File: config.mk
export PLATFORM = sky130hd
export DESIGN_NAME = hvt_sat
export DESIGN_NICKNAME = d
export VERILOG_FILES = /design/src/rtl/core/hvt_pkg.sv /design/src/rtl/core/hvt_sat.sv
export SDC_FILE = /design/constraint.sdc
export NUM_CORES = 1
export LEC_CHECK = 0
export BUFFER_PORTS_ARGS = -buffer_cell sky130_fd_sc_hd__buf_2
export CAP_MARGIN = 20
export CORE_AREA = 2 2 155 157
export DETAILED_ROUTE_END_ITERATION = 8
export DIE_AREA = 0 0 157 159
export SETUP_SLACK_MARGIN = 0.15
export SYNTH_ARGS = -nofsm -noshare
export SYNTH_HDL_FRONTEND = slang
export SYNTH_SLANG_ARGS = --single-unit
File: constraint.sdc
create_clock -name aclk -period 5.15 [get_ports aclk]
set_input_delay 1.545 -clock aclk [delete_from_list [all_inputs] [get_ports aclk]]
set_output_delay 1.545 -clock aclk [all_outputs]
set_load 0.01 [all_outputs]
File: src/rtl/core/hvt_pkg.sv
// ----------------------------------------------------------------------------
// hvt_pkg
// Shared types and constants for the homogeneous vector transform.
// ----------------------------------------------------------------------------
`default_nettype none

package hvt_pkg;

    localparam int LANES     = 4;
    localparam int DATA_W    = 32;
    localparam int PROD_W    = 2 * DATA_W;
    // four full-precision products summed
    localparam int SUM_W     = PROD_W + 2;
    localparam int CFG_W     = 64;
    localparam int CFG_IDX_W = 8;

    // coefficient value of 1.0 loaded on reset (fixed register encoding)
    localparam logic [DATA_W-1:0] COEF_ONE = 32'h0001_0000;
    localparam logic [DATA_W-1:0] SAT_MAX  = 32'h7FFF_FFFF;
    localparam logic [DATA_W-1:0] SAT_MIN  = 32'h8000_0000;

    typedef logic [LANES-1:0][DATA_W-1:0] hvt_vec_t;
    typedef logic [LANES-1:0][SUM_W-1:0]  hvt_psum_t;

    // one beat traveling down the cell row
    typedef struct packed {
        hvt_vec_t  vec;
        hvt_psum_t psum;
    } hvt_beat_t;

endpackage

`default_nettype wire

File: src/rtl/core/hvt_sat.sv
// ----------------------------------------------------------------------------
// hvt_sat
// Output stage: scales the row sums down and clips them to 32 bits.
// ----------------------------------------------------------------------------
`default_nettype none

module hvt_sat #(
    parameter int FRACTION_BITS = 16
) (
    input  wire                                        aclk,
    input  wire                                        aresetn,
    input  wire                                        in_valid,
    output logic                                       in_ready,
    input  hvt_pkg::hvt_psum_t                         in_psum,
    output logic                                       out_valid,
    input  wire                                        out_ready,
    output logic [hvt_pkg::LANES-1:0][hvt_pkg::DATA_W-1:0] out_data,
    output logic                                       out_saturated
);
    import hvt_pkg::*;

    logic [LANES-1:0][DATA_W-1:0] data_reg;
    logic [LANES-1:0][DATA_W-1:0] data_next;
    logic                         sat_reg;
    logic                         sat_next;
    logic                         valid_reg;
    logic [SUM_W-1:0]             shifted;
    logic [SUM_W-DATA_W:0]        upper;

    assign in_ready      = !valid_reg || out_ready;
    assign out_valid     = valid_reg;
    assign out_data      = data_reg;
    assign out_saturated = sat_reg;

    always_comb begin
        sat_next  = 1'b0;
        data_next = '0;
        shifted   = '0;
        upper     = '0;
        for (int r = 0; r < LANES; r++) begin
            shifted = SUM_W'($signed(in_psum[r]) >>> FRACTION_BITS);
            upper   = shifted[SUM_W-1:DATA_W-1];
            // clip unless all bits above the result sign match it
            if (upper == '0 || upper == '1) begin
                data_next[r] = shifted[DATA_W-1:0];
            end else begin
                data_next[r] = shifted[SUM_W-1] ? SAT_MIN : SAT_MAX;
                sat_next     = 1'b1;
            end
        end
    end

    always_ff @(posedge aclk) begin
        if (!aresetn) begin
            valid_reg <= 1'b0;
        end else if (in_ready) begin
            valid_reg <= in_valid;
        end
    end

    always_ff @(posedge aclk) begin
        if (in_ready && in_valid) begin
            data_reg <= data_next;
            sat_reg  <= sat_next;
        end
    end

endmodule

`default_nettype wire

==> impl_results.md, run 1 <==
* Grt met1 use at 0.131
* Slew headroom at 0.502
* GR Layer Usage met3 at 0.0531
* Critical Path Source Type: input port
* Skew final at 6.48 ps
* Drt total wl at 15200 um
* NetSw at 625 uW
* Final max-slew violation count at 0
* Slowest-stage cell, CP: nand2b_1
* Combinational Power Share at 0.106
* CTS sink cnt at 130
* Clk pwr share at 0.423
* Syn avg cell area at 16.4 um2
* Post-CTS Setup Bufs at 0
* Commonest register cell after synthesis: edfxtp_1
* Wirelength per Cell at 15.0 um
* Sequential share of power at 0.471
* First-pass GRT wire length at 22400 um
* Synth warnings at 0
* Max Cap Violations at 0
* Arr. time, crit path at 1940 ps
* Total core area at 0.0232 mm2
* Maximum fanout along the worst path at 3
* DR DRC count at 0
* Synth top cells by count: edfxtp_1, a21o_2, a21o_1
* Mapped Nets at 613
* Main area contributors after synthesis: edfxtp_1, a21o_2, a21o_1, buf_6, nand4_1
* Share of cells above drive strength 1 at 0.675
* Placed inst area at 0.00754 mm2
* Least-Margin Pin Slew at 747 ps
* Clk pin slew, worst setup/hold paths at 60 ps
* CTS tree: done
* Clk buf depth at 2
* Required time of the critical path at 3610 ps
* Clk Latency, worst-skew pair at 410 ps
* Number of global-route vias before repair at 4249
* Crit path kind: input port to output port
* Element type at the critical path end: output port
* Net Sw Frac at 0.235
* Global Route Usage Sum at 0.118
* VDD IR max at 0.175 mV
* Routed Antenna Nets at 0
* CTS Hold Bufs at 0
* Die ar. at 0.0250 mm2
* Count leader, synth: edfxtp_1
* Final hold violations at 0
* Fillcell total at 2311
* Seq/Total Area, Yosys at 0.690
* Leading area contributor after synthesis: edfxtp_1
* Die H at 159 um
* Area Growth Syn to Fin at 43.5%
* Minimum clock period at 3480 ps
* Final core occ at 0.349
* Rows at 56
* Post-synth cell types at 21
* Initial core utilization at 0.243
* Post-cts sizing count at 0
* Post-synth EDFFs at 129
* Worst-path cell chain: buf_2, nand2b_1, buf_2
* Busiest grt layer: met2
* I/O pin count at 399
* Status: completed
* Met2 usage at 0.194
* Placer Congestion at 0.751
* First DRT Iteration DRCs at 238
* Internal power at 2030 uW
* #FFs+latches synth at 130
* DR pass1 iterations at 4
* Vias per inst at 4.26
* RSZ-0062 raised after global routing: no
* Setup violations, final at 0
* Total number of vias at 4316
* Die width at 157 um
* CTS Root Buffer Type: clkbuf_16
* Port bufs at 334
* Net count, final at 945
* Synth Instances at 345
* Setup TNS at 0 ps
* LEAKAGE at 0.00374 uW
* Post-Syn Area at 0.00564 mm2
* Synth top area share at 0.687
* Initial antenna violation count at 4
* Most used cell, CP: buf_2
* Post-Layout Inst Area at 0.00809 mm2
* Pin count of the biggest net entering global routing at 73
* Crit share post-route at 0.677
* Max Freq at 287 MHz
* H-tree lvl count at 4
* Asr flop ratio synth at 0
* Hold Path Class: flip-flop to flip-flop
* Grt ovf at 0
* Max stage delay on crit path at 150 ps
* CTS Buf Count at 17
* Post-DP HPWL at 10800 um
* Pwr Density at 328 mW/mm2
[kinds of logic after synthesis]
logic type | count (synthesis) | synth area share
flip-flops | 130 | 0.690
AND/OR/NAND/NOR | 54 | 0.0612
AO/OA/AOI/OAI | 132 | 0.200
buffers and inverters | 29 | 0.0490
[power groups by stage]
| stage | combinational (uW) | clock [uW] | sequential (uW) |
|---|---|---|---|
| 6_report | 282 | 1120 | 1250 |
| 5_1_grt | 310 | 1210 | 1260 |
| 4_1_cts | 287 | 1180 | 1250 |
| 3_5_place_dp | 286 | 0 | 1270 |
| 3_3_place_gp | 283 | 0 | 1270 |
| 2_1_floorplan | 88.2 | 0 | 1310 |
[layout make-up]
type,count,area (um2),area share
Clock buffer,17,425,0.0526
Timing Repair Buffer,341,1740,0.215
Multi-Input combinational cell,186,1510,0.187
Antenna cell,3,7.51,0.000928
Sequential cell,130,3890,0.481
Clock inverter,15,118,0.0145
Tap cell,319,399,0.0493
Inverter,1,3.75,0.000464
[sequential cells by signal (all words and copies together), names as in the netlist]
signal / cells
out_data: 128
out_valid: 1
out_saturated: 1
[metrics by stage]
stage / std cells / total power [uW] / hold slack, ps / setup slack [ps]
floorplan: 345 / 1400 / 609 / 1370
global placement: 977 / 1550 / 517 / 1520
detailed placement: 977 / 1560 / 536 / 1520
CTS: 1009 / 2710 / 546 / 1660
global route: 1010 / 2780 / 588 / 1630
finish: 1012 / 2660 / 541 / 1670
[layer usage]
| metal | part of all wire | up-vias |
|---|---|---|
| met1 | 0.40 | 2020 |
| met5 | 0.00086 | - |
| met3 | 0.10 | 25 |
| met4 | 0.025 | 2 |
| li1 | - | 2055 |
| met2 | 0.47 | 214 |
[worst max-delay path: cells and delay by family]
kind | cells | cell delay (ps)
buf+inv | 2 | 240
simple gates | 1 | 150
[placed cells by master (no fill, tap or decap), types with 3 or more instances in the layout]
| master | synthesis | layout |
|---|---|---|
| a21o_1 | 39 | 39 |
| nor2_1 | 7 | 6 |
| a311oi_4 | 0 | 3 |
| clkbuf_16 | 0 | 17 |
| a31o_2 | 3 | 3 |
| clkinv_2 | 0 | 3 |
| diode_2 | 0 | 3 |
| nor4_1 | 17 | 17 |
| buf_2 | 2 | 334 |
| nand4_1 | 21 | 21 |
| a21o_2 | 85 | 85 |
| nor4_2 | 4 | 4 |
| and3_1 | 3 | 3 |
| clkinv_1 | 0 | 4 |
| buf_4 | 3 | 6 |
| edfxtp_1 | 129 | 129 |
| clkinvlp_4 | 0 | 3 |
[worst paths after layout]
path	startpoint	endpoint	slack, ps	cells after the start
worst max-delay path	out_ready	in_ready	1670	3
worst min-delay path	out_valid	out_valid	540	2
worst max register to register	out_valid	out_data[80]	3520	3
worst min register to register	out_valid	out_valid	540	2
(Power assumes the default switching activity.)
==> run 2: changes to the inputs <==
ABC_AREA = 1   (was not set)
clock period = 2.89 ns   (was 5.15 ns; I/O delays follow)
==> impl_results.md, run 2 <==
* Drt total wl at 16600 um
* Hold Crit Start: out_valid
* Fillcell total at 2403
* #FFs+latches synth at 130
* Worst slack at placement at 519 ps
* Synth warnings at 0
* RR Startpoint: out_valid
* LEAKAGE at 0.00373 uW
* Initial antenna violation count at 2
* RSZ-0062 raised after global routing: no
* Crit path kind: input port to output port
* CTS Buf Count at 17
* Max Cap Violations at 0
* Post-synth cell types at 18
* Grt ovf at 0
* Synth top area share at 0.670
* Placed inst area at 0.00771 mm2
* Share of cells above drive strength 1 at 0.437
* CTS sink cnt at 130
* VDD IR max at 0.305 mV
* I/O pin count at 399
* Syn avg cell area at 10.5 um2
* Met3 wire len at 1410 um
* Count leader, synth: nand2_1
* Synth top cells by count: nand2_1, edfxtp_1, nor2_1
* H-tree lvl count at 4
* Die width at 157 um
* First-pass GRT wire length at 25200 um
* Required time of the critical path at 2020 ps
* Routed Antenna Nets at 0
* Main combinational cell family by area after synthesis: simple AND/OR/NAND/NOR gates
* Final hold violations at 0
* Least-Margin Pin Slew at 373 ps
* Mapped Nets at 816
* Placer Congestion at 0.900
* Simple-gate share of the synthesized area at 0.268
* Number of global-route vias before repair at 4909
* Met1 wire length at 6610 um
* WL met2 at 8170 um
* Arr. time, crit path at 1260 ps
* Commonest non-fill, non-tap cell in the layout: buf_2
* Vias per inst at 4.05
* Port bufs at 334
* Mux contribution to synthesized area at 0
* Net count, final at 1150
* Clk buf depth at 2
* Critical Path Source: out_ready
* Rows at 56
* Final worst slack at 766 ps
* Slew headroom at 0.750
* Leading area contributor after synthesis: edfxtp_1
* Max Freq at 471 MHz
* Post-cts sizing count at 0
* Final core occ at 0.359
* Element type at the critical path end: output port
* Commonest register cell after synthesis: edfxtp_1
* CTS tree: done
* Post-CTS Setup Bufs at 0
* Maximum fanout along the worst path at 2
* Total number of vias at 4917
* Hold Path Class: flip-flop to flip-flop
* DR top layer: met4
* DR DRC count at 0
* Pin count of the biggest net entering global routing at 54
* Seq/Total Area, Yosys at 0.674
* XOR/XNOR share of the synthesized area at 0
* Area Growth Syn to Fin at 44.2%
* Post-Layout Inst Area at 0.00833 mm2
* Clk Latency, worst-skew pair at 410 ps
* Minimum clock period at 2120 ps
* Crit share post-route at 0.735
* Max reg flops at 128
* Final max-slew violation count at 0
* Status: completed
* CTS Hold Bufs at 0
* Main area contributors after synthesis: edfxtp_1, nand2_1, buf_6, nor2_1, nand4_1
* Post-DP HPWL at 12500 um
* Post-Synth Adder-Cell Area at 0
* Initial core utilization at 0.249
* First DRT Iteration DRCs at 250
* Total Power at 4990 uW
* Setup violations, final at 0
* Clk pin slew, worst setup/hold paths at 70 ps
* Total core area at 0.0232 mm2
* DR pass1 iterations at 4
* Skew final at 7.56 ps
* Global Route Usage Sum at 0.130
* Critical Path Source Type: input port
* Die ar. at 0.0250 mm2
* Most frequent cells in the layout: buf_2, nand2_1, edfxtp_1, nor2_1, clkbuf_16
* Synth Instances at 548
* Pwr Density at 598 mW/mm2
* CTS Root Buffer Type: clkbuf_16
* Post-synth EDFFs at 129
* Die H at 159 um
* Synth Area in Compound Gates at 0.00216
* Asr flop ratio synth at 0
* Post-Syn Area at 0.00578 mm2
* Wirelength per Cell at 13.6 um
[run 2: critical path: stages]
cell and delay, ps:
buf_2 140, inv_12 60, nand2_1 50, buf_2 140
[run 2: cell families (layout without fill, tap and decap cells)]
group	count (synthesis)	count (layout)
buffers and inverters	36	383
AO/OA/AOI/OAI	2	2
flip-flops	130	130
AND/OR/NAND/NOR	380	380
other	0	1
[run 2: area by class of cell]
cell class,count,area (um2),share of cell area
flip-flops and latches,130,3890,0.467
repair buffers,343,1800,0.216
multi-input cells,382,1580,0.189
clock buffers,17,425,0.0510
well taps,319,399,0.0479
clock inverters,15,194,0.0233
inverters,8,42.5,0.00510
diodes,1,2.50,0.000300
[run 2: path summary, 6_finish.rpt]
kind	slack, ps	end	depth (start not counted)
min	550	out_valid	2
min reg2reg	550	out_valid	2
max reg2reg	1570	out_data[92]	2
max	770	in_ready	4
[run 2: report_power, final]
part	internal, uW	switching (uW)
registers	2200	25.2
logic	219	273
clock network	1380	885
[run 2: through the flow]
stage / hold slack [ps] / setup TNS (ps) / instances
after floorplan: 628 / -71420 / 548
after global placement: 531 / 0 / 1182
after detailed placement: 539 / 0 / 1182
after CTS: 549 / 0 / 1214
after global routing: 585 / 0 / 1214
final: 547 / 0 / 1215
[run 2: routing by layer]
metal  track usage  vias to the layer above
met5             0                        -
met4        0.0546                        0
li1              -                     2462
met2         0.223                      211
met1         0.148                     2218
met3        0.0427                       26
==> run 3: changes to the inputs <==
clock period = 1.8 ns   (was 2.89 ns; I/O delays follow)
==> impl_results.md, run 3 (synthesis gave the netlist of run 2 again) <==
* Status: completed
* Setup violations, final at 0
* Initial antenna violation count at 0
* Minimum clock period at 1550 ps
* Die ar. at 0.0250 mm2
* LEAKAGE at 0.00385 uW
* Clk pin slew, worst setup/hold paths at 60 ps
* CTS Hold Bufs at 0
* Drt total wl at 16600 um
* Total core area at 0.0232 mm2
* Post-CTS Setup Bufs at 0
* Max reg flops at 128
* Clk buf depth at 2
* Setup TNS at 0 ps
* DR DRC count at 0
* Commonest non-fill, non-tap cell in the layout: buf_2
* Post-DP HPWL at 12900 um
* Global Route Usage Sum at 0.132
* Element type at the critical path end: output port
* Slew headroom at 0.879
* Die H at 159 um
* RSZ-0062 raised after global routing: no
* I/O pin count at 399
* Clk Latency, worst-skew pair at 410 ps
* First-pass GRT wire length at 25400 um
* Worst slack at placement at -48.5 ps
* Skew final at 6.12 ps
* CTS sink cnt at 130
* Pin count of the biggest net entering global routing at 31
* Area Growth Syn to Fin at 47.8%
* Final worst slack at 245 ps
* Routed Antenna Nets at 0
* Crit share post-route at 0.864
* Grt ovf at 0
* Pwr Density at 922 mW/mm2
* Crit path kind: flip-flop to output port
* R2R depth at 3
* Required time of the critical path at 1260 ps
* Hold Path Class: input port to flip-flop
* H-tree lvl count at 4
* Number of global-route vias before repair at 4924
* Critical Path Source Type: flip-flop
* Port bufs at 334
* Share of cells above drive strength 1 at 0.446
* Total number of vias at 4941
* CTS Root Buffer Type: clkbuf_16
* First DRT Iteration DRCs at 266
* Placer Congestion at 0.883
* Net count, final at 1172
* Rows at 56
* Maximum fanout along the worst path at 3
* Vias per inst at 4.00
* CTS tree: done
* Total Power at 7880 uW
* Final hold violations at 0
* DR pass1 iterations at 6
* Wirelength per Cell at 13.4 um
* Antenna Cells at 0
* Max Cap Violations at 0
* Arr. time, crit path at 1010 ps
* Hold-critical path depth at 1
* Most frequent cells in the layout: buf_2, nand2_1, edfxtp_1, nor2_1, buf_4
* Final max-slew violation count at 0
* Max Freq at 643 MHz
* Least-Margin Pin Slew at 181 ps
* CTS Buf Count at 17
* VDD IR max at 0.494 mV
* Post-cts sizing count at 0
* Die width at 157 um
* Initial core utilization at 0.249
* Hold WS at 345 ps
-- run 3: changes by cell type in the layout (fill, tap and decap cells not counted), sizes merged --
cell / before / now
clkinvlp: 3 / 2
clkbuf: 17 / 19
diode: 1 / 0
inv: 15 / 11
buf: 343 / 365
clkinv: 2 / 5
-- run 3: per-layer routing --
| metal | vias to the layer above | track usage | routed length, um |
|---|---|---|---|
| met5 | - | 0 | 0 |
| met4 | 0 | 0.0446 | 257 |
| met3 | 17 | 0.0403 | 1340 |
| met2 | 191 | 0.233 | 8380 |
| met1 | 2236 | 0.150 | 6590 |
| li1 | 2497 | - | - |
-- run 3: final cells by class --
| cell class | instances | area, um2 |
|---|---|---|
| clock buffer | 19 | 433 |
| clock inverter | 13 | 158 |
| fill | 2372 | 14600 |
| inverter | 8 | 42.5 |
| multi-input combinational | 382 | 1580 |
| sequential | 130 | 3890 |
| tap | 319 | 399 |
| timing repair buffer | 365 | 2040 |
-- run 3: final timing paths --
path	from	to	slack [ps]
max	out_valid	in_ready	250
min	in_psum[65]	out_data[31]	340
max reg2reg	out_valid	out_data[8]	550
min reg2reg	out_valid	out_valid	550
-- run 3: report_power, final --
| part | switching [uW] | total [uW] | internal, uW |
|---|---|---|---|
| clock | 1290 | 3470 | 2180 |
| sequential | 42.3 | 3580 | 3540 |
| combinational | 445 | 828 | 383 |
| total | 1780 | 7880 | 6100 |
-- run 3: stage by stage --
stage | cell area, um2 | std cells | util
6_report | 8540 | 1236 | 0.368
5_1_grt | 8540 | 1236 | 0.368
4_1_cts | 8540 | 1236 | 0.368
3_5_place_dp | 7950 | 1204 | 0.343
3_3_place_gp | 7950 | 1204 | 0.343
2_1_floorplan | 5800 | 548 | -
-- run 3: critical path: stages, from the launching register on --
cell	delay [ps]
dfxtp_1	390
nand2_1	80
buf_2	140
